$ cat src/hdl/ofsl_pkg.sv
package ofsl_pkg;

   // Width of the memory address space that write addresses are wrapped to.
   localparam int ADDR_WIDTH = 16;
   localparam logic [15:0] ADDR_MASK = 16'((32'd1 << ADDR_WIDTH) - 32'd1);

   // Section header words.
   localparam logic [15:0] HDR_CODE     = 16'hCADE;
   localparam logic [15:0] HDR_DATA     = 16'hDADA;
   localparam logic [15:0] HDR_SYMBOL   = 16'hC3B7;
   localparam logic [15:0] HDR_FILENAME = 16'hF17E;
   localparam logic [15:0] HDR_LINE     = 16'h715E;

   // A line-number section carries three words after its header.
   localparam logic [15:0] LINE_SKIP_BYTES = 16'd6;

   // Command queue between the parser and the response stage.
   localparam int QUEUE_DEPTH     = 4;
   localparam int QUEUE_PTR_WIDTH = $clog2(QUEUE_DEPTH);
   localparam int QUEUE_CNT_WIDTH = $clog2(QUEUE_DEPTH + 1);

   typedef enum logic [3:0] {
      PH_HDR_HI  = 4'd0,
      PH_HDR_LO  = 4'd1,
      PH_ADDR_HI = 4'd2,
      PH_ADDR_LO = 4'd3,
      PH_CNT_HI  = 4'd4,
      PH_CNT_LO  = 4'd5,
      PH_WORD_HI = 4'd6,
      PH_WORD_LO = 4'd7,
      PH_SKIP    = 4'd8
   } parse_phase_type;

   typedef enum logic [1:0] {
      KIND_LOAD     = 2'd0,
      KIND_SYMBOL   = 2'd1,
      KIND_FILENAME = 2'd2,
      KIND_LINE     = 2'd3
   } section_kind_type;

   typedef enum logic {
      RESULT_WRITE = 1'b0,
      RESULT_ERROR = 1'b1
   } result_kind_type;

   typedef struct packed {
      result_kind_type kind;
      logic [15:0]     address;
      logic [15:0]     data;
   } cmd_type;

   typedef struct packed {
      logic    valid;
      cmd_type cmd;
   } cmd_slot_type;

endpackage

$ cat src/hdl/ofsl_if.sv
interface ofsl_req_if;
   logic       valid;
   logic       ready;
   logic [7:0] data_byte;

   modport source (output valid, output data_byte, input ready);
   modport sink (input valid, input data_byte, output ready);
endinterface

interface ofsl_rsp_if;
   logic        valid;
   logic        ready;
   logic        result_kind;
   logic [15:0] write_address;
   logic [15:0] write_data;

   modport source (output valid, output result_kind, output write_address,
                   output write_data, input ready);
   modport sink (input valid, input result_kind, input write_address,
                 input write_data, output ready);
endinterface

$ cat src/hdl/ofsl_parser.sv
module ofsl_parser (
   input  logic                  clock,
   input  logic                  reset,
   input  logic                  byte_accept,
   input  logic [7:0]            data_byte,
   output ofsl_pkg::cmd_slot_type cmd_push
);
   import ofsl_pkg::*;

   parse_phase_type  phase_ff, phase_in;
   section_kind_type kind_ff, kind_in;
   logic [7:0]       hold_ff, hold_in;
   logic [15:0]      addr_ff, addr_in;
   logic [15:0]      count_ff, count_in;
   logic             halted_ff, halted_in;

   logic [15:0] word;
   logic        active;
   logic        known_header;

   assign word   = {hold_ff, data_byte};
   assign active = byte_accept && !halted_ff;
   assign known_header = word inside {HDR_CODE, HDR_DATA, HDR_SYMBOL, HDR_FILENAME, HDR_LINE};

   // Next state of the section grammar.
   always_comb begin
      phase_in  = phase_ff;
      kind_in   = kind_ff;
      hold_in   = hold_ff;
      addr_in   = addr_ff;
      count_in  = count_ff;
      halted_in = halted_ff;
      if (active) begin
         case (phase_ff)
            PH_HDR_LO: begin
               if (word inside {HDR_CODE, HDR_DATA}) begin
                  kind_in  = KIND_LOAD;
                  phase_in = PH_ADDR_HI;
               end else if (word == HDR_SYMBOL) begin
                  kind_in  = KIND_SYMBOL;
                  phase_in = PH_ADDR_HI;
               end else if (word == HDR_FILENAME) begin
                  kind_in  = KIND_FILENAME;
                  phase_in = PH_CNT_HI;
               end else if (word == HDR_LINE) begin
                  kind_in  = KIND_LINE;
                  count_in = LINE_SKIP_BYTES;
                  phase_in = PH_SKIP;
               end else begin
                  halted_in = 1'b1;
                  phase_in  = PH_HDR_HI;
               end
            end
            PH_ADDR_HI: begin
               hold_in  = data_byte;
               phase_in = PH_ADDR_LO;
            end
            PH_CNT_HI: begin
               hold_in  = data_byte;
               phase_in = PH_CNT_LO;
            end
            PH_WORD_HI: begin
               hold_in  = data_byte;
               phase_in = PH_WORD_LO;
            end
            PH_ADDR_LO: begin
               if (kind_ff == KIND_LOAD) begin
                  addr_in = word;
               end
               phase_in = PH_CNT_HI;
            end
            PH_CNT_LO: begin
               count_in = word;
               if (word == 16'd0) begin
                  phase_in = PH_HDR_HI;
               end else if (kind_ff == KIND_LOAD) begin
                  phase_in = PH_WORD_HI;
               end else begin
                  phase_in = PH_SKIP;
               end
            end
            PH_WORD_LO: begin
               addr_in  = addr_ff + 16'd1;
               count_in = count_ff - 16'd1;
               phase_in = (count_ff == 16'd1) ? PH_HDR_HI : PH_WORD_HI;
            end
            PH_SKIP: begin
               count_in = count_ff - 16'd1;
               if (count_ff == 16'd1) begin
                  phase_in = PH_HDR_HI;
               end
            end
            default: begin
               hold_in  = data_byte;
               phase_in = PH_HDR_LO;
            end
         endcase
      end
   end

   // Command produced by the current byte, if any.
   always_comb begin
      cmd_push.valid       = 1'b0;
      cmd_push.cmd.kind    = RESULT_WRITE;
      cmd_push.cmd.address = addr_ff & ADDR_MASK;
      cmd_push.cmd.data    = word;
      case (phase_ff)
         PH_WORD_LO: begin
            cmd_push.valid = active;
         end
         PH_HDR_LO: begin
            if (!known_header) begin
               cmd_push.valid       = active;
               cmd_push.cmd.kind    = RESULT_ERROR;
               cmd_push.cmd.address = 16'd0;
               cmd_push.cmd.data    = 16'd0;
            end
         end
         default: begin
            cmd_push.valid = 1'b0;
         end
      endcase
   end

   always_ff @(posedge clock) begin
      if (reset) begin
         phase_ff  <= PH_HDR_HI;
         kind_ff   <= KIND_LOAD;
         hold_ff   <= 8'd0;
         addr_ff   <= 16'd0;
         count_ff  <= 16'd0;
         halted_ff <= 1'b0;
      end else begin
         phase_ff  <= phase_in;
         kind_ff   <= kind_in;
         hold_ff   <= hold_in;
         addr_ff   <= addr_in;
         count_ff  <= count_in;
         halted_ff <= halted_in;
      end
   end

`ifndef SYNTHESIS
   a_halted_silent: assert property (@(posedge clock) disable iff (reset)
      halted_ff |-> !cmd_push.valid)
      else $error("parser produced a command after a bad header");

   a_error_halts: assert property (@(posedge clock) disable iff (reset)
      cmd_push.valid && cmd_push.cmd.kind == RESULT_ERROR |=> halted_ff)
      else $error("bad header did not halt the parser");

   a_write_advances: assert property (@(posedge clock) disable iff (reset)
      cmd_push.valid && cmd_push.cmd.kind == RESULT_WRITE
      |=> addr_ff == $past(addr_ff) + 16'd1)
      else $error("load address did not advance after a write");
`endif

endmodule

$ cat src/hdl/ofsl_queue.sv
module ofsl_queue (
   input  logic                   clock,
   input  logic                   reset,
   input  ofsl_pkg::cmd_slot_type cmd_push,
   input  logic                   pop,
   output ofsl_pkg::cmd_slot_type head,
   output logic                   space
);
   import ofsl_pkg::*;

   cmd_type                      entry_ff [QUEUE_DEPTH];
   logic [QUEUE_PTR_WIDTH-1:0]   wr_ptr_ff, wr_ptr_in;
   logic [QUEUE_PTR_WIDTH-1:0]   rd_ptr_ff, rd_ptr_in;
   logic [QUEUE_CNT_WIDTH-1:0]   count_ff, count_in;
   logic                         push_en;
   logic                         pop_en;

   assign space    = count_ff != QUEUE_CNT_WIDTH'(QUEUE_DEPTH);
   assign push_en  = cmd_push.valid && space;
   assign pop_en   = pop && (count_ff != '0);
   assign head.valid = count_ff != '0;
   assign head.cmd   = entry_ff[rd_ptr_ff];

   always_comb begin
      wr_ptr_in = push_en ? wr_ptr_ff + QUEUE_PTR_WIDTH'(1) : wr_ptr_ff;
      rd_ptr_in = pop_en ? rd_ptr_ff + QUEUE_PTR_WIDTH'(1) : rd_ptr_ff;
      count_in  = count_ff;
      if (push_en && !pop_en) begin
         count_in = count_ff + QUEUE_CNT_WIDTH'(1);
      end else if (pop_en && !push_en) begin
         count_in = count_ff - QUEUE_CNT_WIDTH'(1);
      end
   end

   always_ff @(posedge clock) begin
      if (push_en) begin
         entry_ff[wr_ptr_ff] <= cmd_push.cmd;
      end
   end

   always_ff @(posedge clock) begin
      if (reset) begin
         wr_ptr_ff <= '0;
         rd_ptr_ff <= '0;
         count_ff  <= '0;
      end else begin
         wr_ptr_ff <= wr_ptr_in;
         rd_ptr_ff <= rd_ptr_in;
         count_ff  <= count_in;
      end
   end

`ifndef SYNTHESIS
   a_count_bound: assert property (@(posedge clock) disable iff (reset)
      count_ff <= QUEUE_CNT_WIDTH'(QUEUE_DEPTH))
      else $error("command queue overflowed");

   a_ptr_gap: assert property (@(posedge clock) disable iff (reset)
      wr_ptr_ff == rd_ptr_ff + QUEUE_PTR_WIDTH'(count_ff))
      else $error("queue pointers disagree with the fill count");

   a_head_stable: assert property (@(posedge clock) disable iff (reset)
      head.valid && !pop |=> $stable(head.cmd))
      else $error("waiting queue head changed before it was taken");
`endif

endmodule

$ cat src/hdl/ofsl_emitter.sv
module ofsl_emitter (
   input  logic                   clock,
   input  logic                   reset,
   input  ofsl_pkg::cmd_slot_type head,
   output logic                   pop,
   ofsl_rsp_if.source             rsp_chan
);
   import ofsl_pkg::*;

   logic    out_valid_ff, out_valid_in;
   cmd_type out_cmd_ff, out_cmd_in;
   logic    slot_free;

   assign slot_free = !out_valid_ff || rsp_chan.ready;
   assign pop       = head.valid && slot_free;

   always_comb begin
      out_valid_in = out_valid_ff;
      out_cmd_in   = out_cmd_ff;
      if (slot_free) begin
         out_valid_in = head.valid;
         out_cmd_in   = head.cmd;
      end
   end

   always_ff @(posedge clock) begin
      if (reset) begin
         out_valid_ff <= 1'b0;
      end else begin
         out_valid_ff <= out_valid_in;
      end
   end

   always_ff @(posedge clock) begin
      out_cmd_ff <= out_cmd_in;
   end

   assign rsp_chan.valid         = out_valid_ff;
   assign rsp_chan.result_kind   = out_cmd_ff.kind;
   assign rsp_chan.write_address = out_cmd_ff.address;
   assign rsp_chan.write_data    = out_cmd_ff.data;

endmodule

$ cat src/hdl/object_file_section_loader_core.sv
// Object file section loader.
// The req_chan channel takes the raw object file one byte per transfer, in
// file order. The rsp_chan channel gives one transfer for each loaded code or
// data word (result_kind 0, with its word address and value) and a single
// transfer with result_kind 1 when a section header is not recognized; after
// that error every byte is taken and dropped until reset.
// A byte that completes a payload word is written into the command queue
// as it transfers, then passes through the output register to rsp_chan.
// The block takes one byte every cycle while the command queue has space:
// the parser handles each byte in one state step, and a four-entry command
// queue plus an output register carry results to the receiver.
// When the receiver stalls, results collect in the queue; the byte channel
// stays ready until the queue is full and is ready again in the cycle after
// an entry leaves it.
// Synchronous reset returns the parser to wait for a section header, clears
// the error halt and empties the queue and the output register.
module object_file_section_loader_core (
   input  logic       clock,
   input  logic       reset,
   ofsl_req_if.sink   req_chan,
   ofsl_rsp_if.source rsp_chan
);
   import ofsl_pkg::*;

   cmd_slot_type cmd_push;
   cmd_slot_type head;
   logic         pop;
   logic         space;
   logic         byte_accept;

   // Bytes are taken whenever the queue can hold the command a byte may make.
   assign req_chan.ready = space;
   assign byte_accept    = req_chan.valid && space;

   // Front end: section grammar, word assembly and address tracking.
   ofsl_parser u_parser (
      .clock       (clock),
      .reset       (reset),
      .byte_accept (byte_accept),
      .data_byte   (req_chan.data_byte),
      .cmd_push    (cmd_push)
   );

   // Decouples the parser from stalls on the result channel.
   ofsl_queue u_queue (
      .clock    (clock),
      .reset    (reset),
      .cmd_push (cmd_push),
      .pop      (pop),
      .head     (head),
      .space    (space)
   );

   // Back end: registered result channel.
   ofsl_emitter u_emitter (
      .clock    (clock),
      .reset    (reset),
      .head     (head),
      .pop      (pop),
      .rsp_chan (rsp_chan)
   );

endmodule

$ cat src/flat_wrapper.sv
// flat-port wrapper written by rule: the top's interface ports become plain ports
module object_file_section_loader_core_flat import ofsl_pkg::*;
  (clock, reset, req_chan_valid, req_chan_data_byte, req_chan_ready, rsp_chan_valid, rsp_chan_result_kind, rsp_chan_write_address, rsp_chan_write_data, rsp_chan_ready);
  ofsl_req_if req_chan_i ();
  ofsl_rsp_if rsp_chan_i ();
  input  logic clock;
  input  logic reset;
  input wire logic [$bits(req_chan_i.valid)-1:0] req_chan_valid;
  input wire logic [$bits(req_chan_i.data_byte)-1:0] req_chan_data_byte;
  output wire logic [$bits(req_chan_i.ready)-1:0] req_chan_ready;
  output wire logic [$bits(rsp_chan_i.valid)-1:0] rsp_chan_valid;
  output wire logic [$bits(rsp_chan_i.result_kind)-1:0] rsp_chan_result_kind;
  output wire logic [$bits(rsp_chan_i.write_address)-1:0] rsp_chan_write_address;
  output wire logic [$bits(rsp_chan_i.write_data)-1:0] rsp_chan_write_data;
  input wire logic [$bits(rsp_chan_i.ready)-1:0] rsp_chan_ready;
  assign req_chan_i.valid = req_chan_valid;
  assign req_chan_i.data_byte = req_chan_data_byte;
  assign req_chan_ready = req_chan_i.ready;
  assign rsp_chan_valid = rsp_chan_i.valid;
  assign rsp_chan_result_kind = rsp_chan_i.result_kind;
  assign rsp_chan_write_address = rsp_chan_i.write_address;
  assign rsp_chan_write_data = rsp_chan_i.write_data;
  assign rsp_chan_i.ready = rsp_chan_ready;
  object_file_section_loader_core u_core (.clock(clock), .reset(reset), .req_chan(req_chan_i), .rsp_chan(rsp_chan_i));
endmodule
$ cat config.mk
export PLATFORM = sky130hd
export DESIGN_NAME = object_file_section_loader_core_flat
export DESIGN_NICKNAME = d
export VERILOG_FILES = /design/src/hdl/ofsl_pkg.sv /design/src/hdl/ofsl_if.sv /design/src/hdl/ofsl_parser.sv /design/src/hdl/ofsl_queue.sv /design/src/hdl/ofsl_emitter.sv /design/src/hdl/object_file_section_loader_core.sv /design/src/flat_wrapper.sv
export SDC_FILE = /design/constraint.sdc
export NUM_CORES = 1
export LEC_CHECK = 0
export ABC_AREA = 1
export BUFFER_PORTS_ARGS = -buffer_cell sky130_fd_sc_hd__buf_2
export CAP_MARGIN = 0
export CORE_UTILIZATION = 60
export CTS_BUF_LIST = sky130_fd_sc_hd__clkbuf_8
export DETAILED_ROUTE_END_ITERATION = 10
export PLACE_DENSITY = 0.78
export SLEW_MARGIN = 20
export SYNTH_ARGS = -nofsm -noshare
export SYNTH_HDL_FRONTEND = slang
export SYNTH_HIERARCHICAL = 1
export SYNTH_SLANG_ARGS = --single-unit
$ cat constraint.sdc
create_clock -name clock -period 4.28 [get_ports clock]
set_clock_uncertainty 0.2 [all_clocks]
set_input_delay 0.428 -clock clock [delete_from_list [all_inputs] [get_ports clock]]
set_output_delay 0.428 -clock clock [all_outputs]
set_load 0.05 [all_outputs]
# After elaboration in Yosys (flattened, before gate mapping)
# Memories as Yosys holds them, arrays and structs flattened. A register that Yosys moved wholly into a read port is not among the register bits.
# Cells that the tools add are included.
op_classes:
  bitwise_logic: 5
  reduce_logical: 29
  n_eq_ne: 21
  addsub: 6
  muxes: 27
ops:
  columns: ["operator", "n"]
  rows:
  - ["$mux 16", 5]
  - ["$eq 16x16->1 const B", 4]
  - ["$pmux 16 s3", 1]
  - ["$mux 34", 1]
  - ["$mux 33", 1]
  - ["$pmux 16 s2", 1]
  - ["$pmux 4 s8", 1]
  - ["$mux 4", 7]
  - ["$add 16x1->16 const B", 1]
  - ["$eq 16x1->1 const B", 1]
  - ["$eq 16x15->1 const B", 1]
  - ["$eq 4x3->1 const B", 4]
  - ["$logic_not 16->1", 1]
  - ["$sub 16x1->16 const B", 1]
  - ["$ne 2x2->1 const B", 6]
  - ["$reduce_and 6->1", 2]
  - ["$mux 3", 3]
  - ["$eq 4x2->1 const B", 2]
  - ["$mux 2", 4]
  - ["$logic_and 1x1->1", 7]
  - ["$reduce_and 3->1", 2]
  - ["$reduce_bool 2->1", 3]
  - ["$reduce_bool 3->1", 2]
  - ["$not 1->1", 5]
  - ["16 further kinds", 22]
totals:
  ram_bits: 132
  inputBits: 12
  elab_cells: 99
  mem_count: 1
  out_inout_bits: 35
  register_bits: 55
memory_table:
  columns: ["memory", "words", "width", "rd", "rd_clocked_by_memory_dff", "wr", "line", "text"]
  rows:
  - ["u_core.u_queue.entry_ff", 4, 33, 1, 1, 1, "ofsl_queue.sv:11", "cmd_type entry_ff [QUEUE_DEPTH];"]

# Longest topological paths before layout
logic_depth:
  ltp_word: 10
  depth_mapped: 20
  depth_no_buf: 20

# By module
# The synthesis kept the hierarchy.
modules_own_cells:
  columns: ["mod", "n_inst", "seq_area_each_um2", "area_each_um2", "cells_per_inst"]
  rows:
  - ["ofsl_queue", 1, 4144.0, 5403.9, 387]
  - ["ofsl_parser", 1, 940.9, 3457.1, 599]
  - ["ofsl_emitter", 1, 1011.0, 1038.5, 39]
  - ["object_file_section_loader_core", 1, 0.0, 7.5, 2]

# Worst setup path after synthesis
# No wires, ideal clock.
synth_path:
  kind: "reg2reg"
  start: "register u_core.u_queue.count_ff[0]"
  end: "memory u_core/u_queue/entry_ff[0][0] in the netlist's numbering, enable pin"
  setup_ns: 0.423
  n_path_buf: 0
  path_slack_ns: 0.364
  synth_period_minus_slack_ns: 3.916
  path_stages_with_launch: 11
  t_required_ns: 3.657
  arrival_time_ns: 3.292
  path_cell_list: "dfxtp_1 > nor2_1 > nand2_1 > nand2_1 > inv_1 > nand2_1 > nor2_1 > nand3_1 > o21ai_0 > nand2_2 > nor2_1"
synth_lines:
  columns: ["item", "line", "text"]
  rows:
  - ["from (decl)", "ofsl_queue.sv:14", "logic [QUEUE_CNT_WIDTH-1:0] count_ff, count_in;"]
  - ["from (signal assigned)", "ofsl_queue.sv:49", "count_ff <= count_in;"]
  - ["to (decl)", "ofsl_queue.sv:11", null]

==> impl_metrics.toml <==
[floorplan]
start_util_pct = 61.9
fp.dieH_um = 130
fp.dieArea_mm2 = 0.0170
num_rows = 46
pin_count = 47
core_area_mm2 = 0.0160
die_x_um = 130

[timing]
max_slew.worst_pin.slew_ns = 1.07
worst_slack_ns = 0.969
holdWs_ns = 0.0386
final_max_slew_viol_count = 0
period_share_pct = 77.4
final-setup-viol-count = 0
slew-limit-headroom_pct = 28.3
layout_min_cycle_time_ns = 3.31
rsz0062_at_grt = "no"
finalSetupTns_ns = 0
final-hold-violation-count = 0
fmax_mhz = 302

[synth]
synth_area_mm2 = 0.00991
yosysTopAreaCell = "edfxtp_1"
synth_commonest_cells = "210 x nor2_1, 165 x edfxtp_1, 152 x nand2_1"
syn_avg_cell_area_um2 = 9.65
netlist-cell-type-count = 37
yosysSeqAreaShare_pct = 61.5
synthCells = 1027
synthTopCellsByArea = "edfxtp_1 50%, dfxtp_1 12%, nor2_1 8.0%"
synth_nets = 1048
post-synth-top-count-cell = "nor2_1"
ys_async_sr_fraction_pct = 0
synth-edff-count = 165
synth_warnings = 6
ys.flop_type = "edfxtp_1"
synth_top_area_share_pct = 50.0
ys_ff_latch = 222

[final_layout]
area_growth_pct = 9.54
layoutNonFillerInstCount = 1319
fillers = 1282
multi_input_area_mm2 = 0.00321
fin_nets = 1098
final_area_mm2 = 0.0109
layout-drive-gt1-share_pct = 11.2
fin_util_pct = 67.8
diodes = 0
seq_area_mm2 = 0.00610

[critical_path]
cp-end-kind = "flop"
crit_fanout = 7
critPathLaunchType = "flop"
required_ns = 4.49
critPathArrivalTime_ns = 3.52
crit_type = "reg -> reg"

[min_path]
hold_path.class = "in -> reg"

[place]
place_ws_ns = 1.02
dpl.hpwl_mm = 13.2
postPlaceCellArea_mm2 = 0.0102
dp_cells = 1255
gp_congestion = 0.945
portBuffers = 46

[global_routing]
grt_pass1_vias = 6827
grt_use_total_pct = 26.3
antenna_found_initial = 0
grt_pass1_wl_mm = 34.0
grt_overflow = 0
grt_max_degree = 67

[power_and_ir_drop]
p_per_area_mw_per_mm2 = 580
p_total_mw = 6.29
power_leakage_nw = 4.25
peakVddDrop_mv = 0.305

[detailed_routing]
wl_per_cell_um = 16.1
vias = 7448
ant_nets = 0
route.detailed.drc = 0
detail_route.vias_per_cell = 5.65
totalWireLength_mm = 21.2
drt_iter0_drc = 780
firstDrtPassIters = 5

[cts]
cts_tree = "done"
htreeDepth = 2
numCtsBuffers = 36
holdBufCountCts = 0
cts_buffer_depth = 3
cts_resized = 0
cts_root_buf = "clkbuf_8"
clk_pin_slew_ns = 0.07
clk_latency_ns = 0.52
cts.sinks = 222
post-cts-setup-buffers = 0

[run_status]
outcome = "completed"

[run]
maxCapViolations = 0
## where the power goes
part           switching [mW]  internal, mW  leakage (nW)  total, mW
logic                    1.44         0.429          1.77       1.87
registers               0.112          2.66          2.10       2.77
clock network           0.800         0.850         0.386       1.65
total                    2.35          3.94          4.25       6.29
## metal layers
metal,vias to the layer above,part of all wire [%],track usage (%)
met5,-,0,0
met4,0,3.2,12.0
met3,53,7.4,5.09
met2,313,46,41.1
met1,3471,43,35.9
li1,3611,-,-
## worst paths after layout
| path | depth (start not counted) | slack (ns) | from | to |
|---|---|---|---|---|
| worst max-delay path | 19 | 0.97 | u_core/u_queue/count_ff[0]$_SDFFE_PP0P_ | u_core/u_queue/count_ff[2]$_SDFFE_PP0P_ |
| worst min-delay path | 3 | 0.04 | req_chan_data_byte[1] | u_core/u_parser/addr_ff[1]$_SDFFE_PP0P_ |
| worst max register to register | 19 | 0.97 | u_core/u_queue/count_ff[0]$_SDFFE_PP0P_ | u_core/u_queue/count_ff[2]$_SDFFE_PP0P_ |
| worst min register to register | 2 | 0.28 | u_core/u_parser/halted_ff$_SDFFE_PP0P_ | u_core/u_parser/halted_ff$_SDFFE_PP0P_ |
## critical path, cell delays in order, from the launching register on
cell,delay [ns]
dfxtp_1,0.39
nor2_1,0.08
nand2_1,0.14
nand2_1,0.08
inv_1,0.07
nand2_1,0.22
nor2_1,0.32
nand3_1,0.15
o21ai_0,0.22
nand2_2,0.21
inv_1,0.15
ha_1,0.18
inv_1,0.07
fa_1,0.38
inv_1,0.07
nand2_1,0.04
nand3_1,0.09
nand2_1,0.05
nand2_1,0.05
nor2_1,0.04
## flip-flops by register name, summed over array words and instances, names as in the netlist, 3 cells and up, named ones only
register	count
u_core/u_queue/count_ff	3
u_core/u_parser/addr_ff	16
u_core/u_parser/phase_ff	4
u_core/u_parser/hold_ff	8
u_core/u_emitter/rsp_chan.write_address	16
u_core/u_emitter/rsp_chan.write_data	16
u_core/u_parser/count_ff	16
u_core/u_queue/entry_ff	132
## kinds of logic after synthesis
kind of cell | share of synthesized area, %
AO/OA/AOI/OAI | 11.5
XOR/XNOR | 0.707
adder cells (fa/ha/maj) | 1.21
buffers and inverters | 6.29
flip-flops | 61.5
AND/OR/NAND/NOR | 18.7
## layout make-up
class,count,share of cell area [%]
Clock inverter,28,1.36
Timing Repair Buffer,54,2.67
Clock buffer,36,4.57
Tap cell,216,2.49
Inverter,91,3.15
Multi-Input combinational cell,672,29.6
Sequential cell,222,56.2
## cells in the final DEF (no fill, tap or decap), types with 2 or more instances in the layout
master and instances:
nor2_4 5, o21bai_1 2, xor2_1 7, buf_4 8, ha_1 8, edfxtp_1 165
o21ai_1 24, nand4_1 14, nand2_1 152, nor2_1 206, inv_2 6, clkinv_2 3
nand2_2 3, o211ai_1 6, inv_1 102, nor3_1 6, a31oi_1 2, a21oi_1 49
nand2_4 2, clkinv_1 4, clkinvlp_4 2, nor2_2 3, clkbuf_8 36, o22ai_1 37
nand3_1 43, nand3_2 2, dfxtp_1 56, buf_2 46, o21ai_0 93
Power figures use the tool's default switching activity.
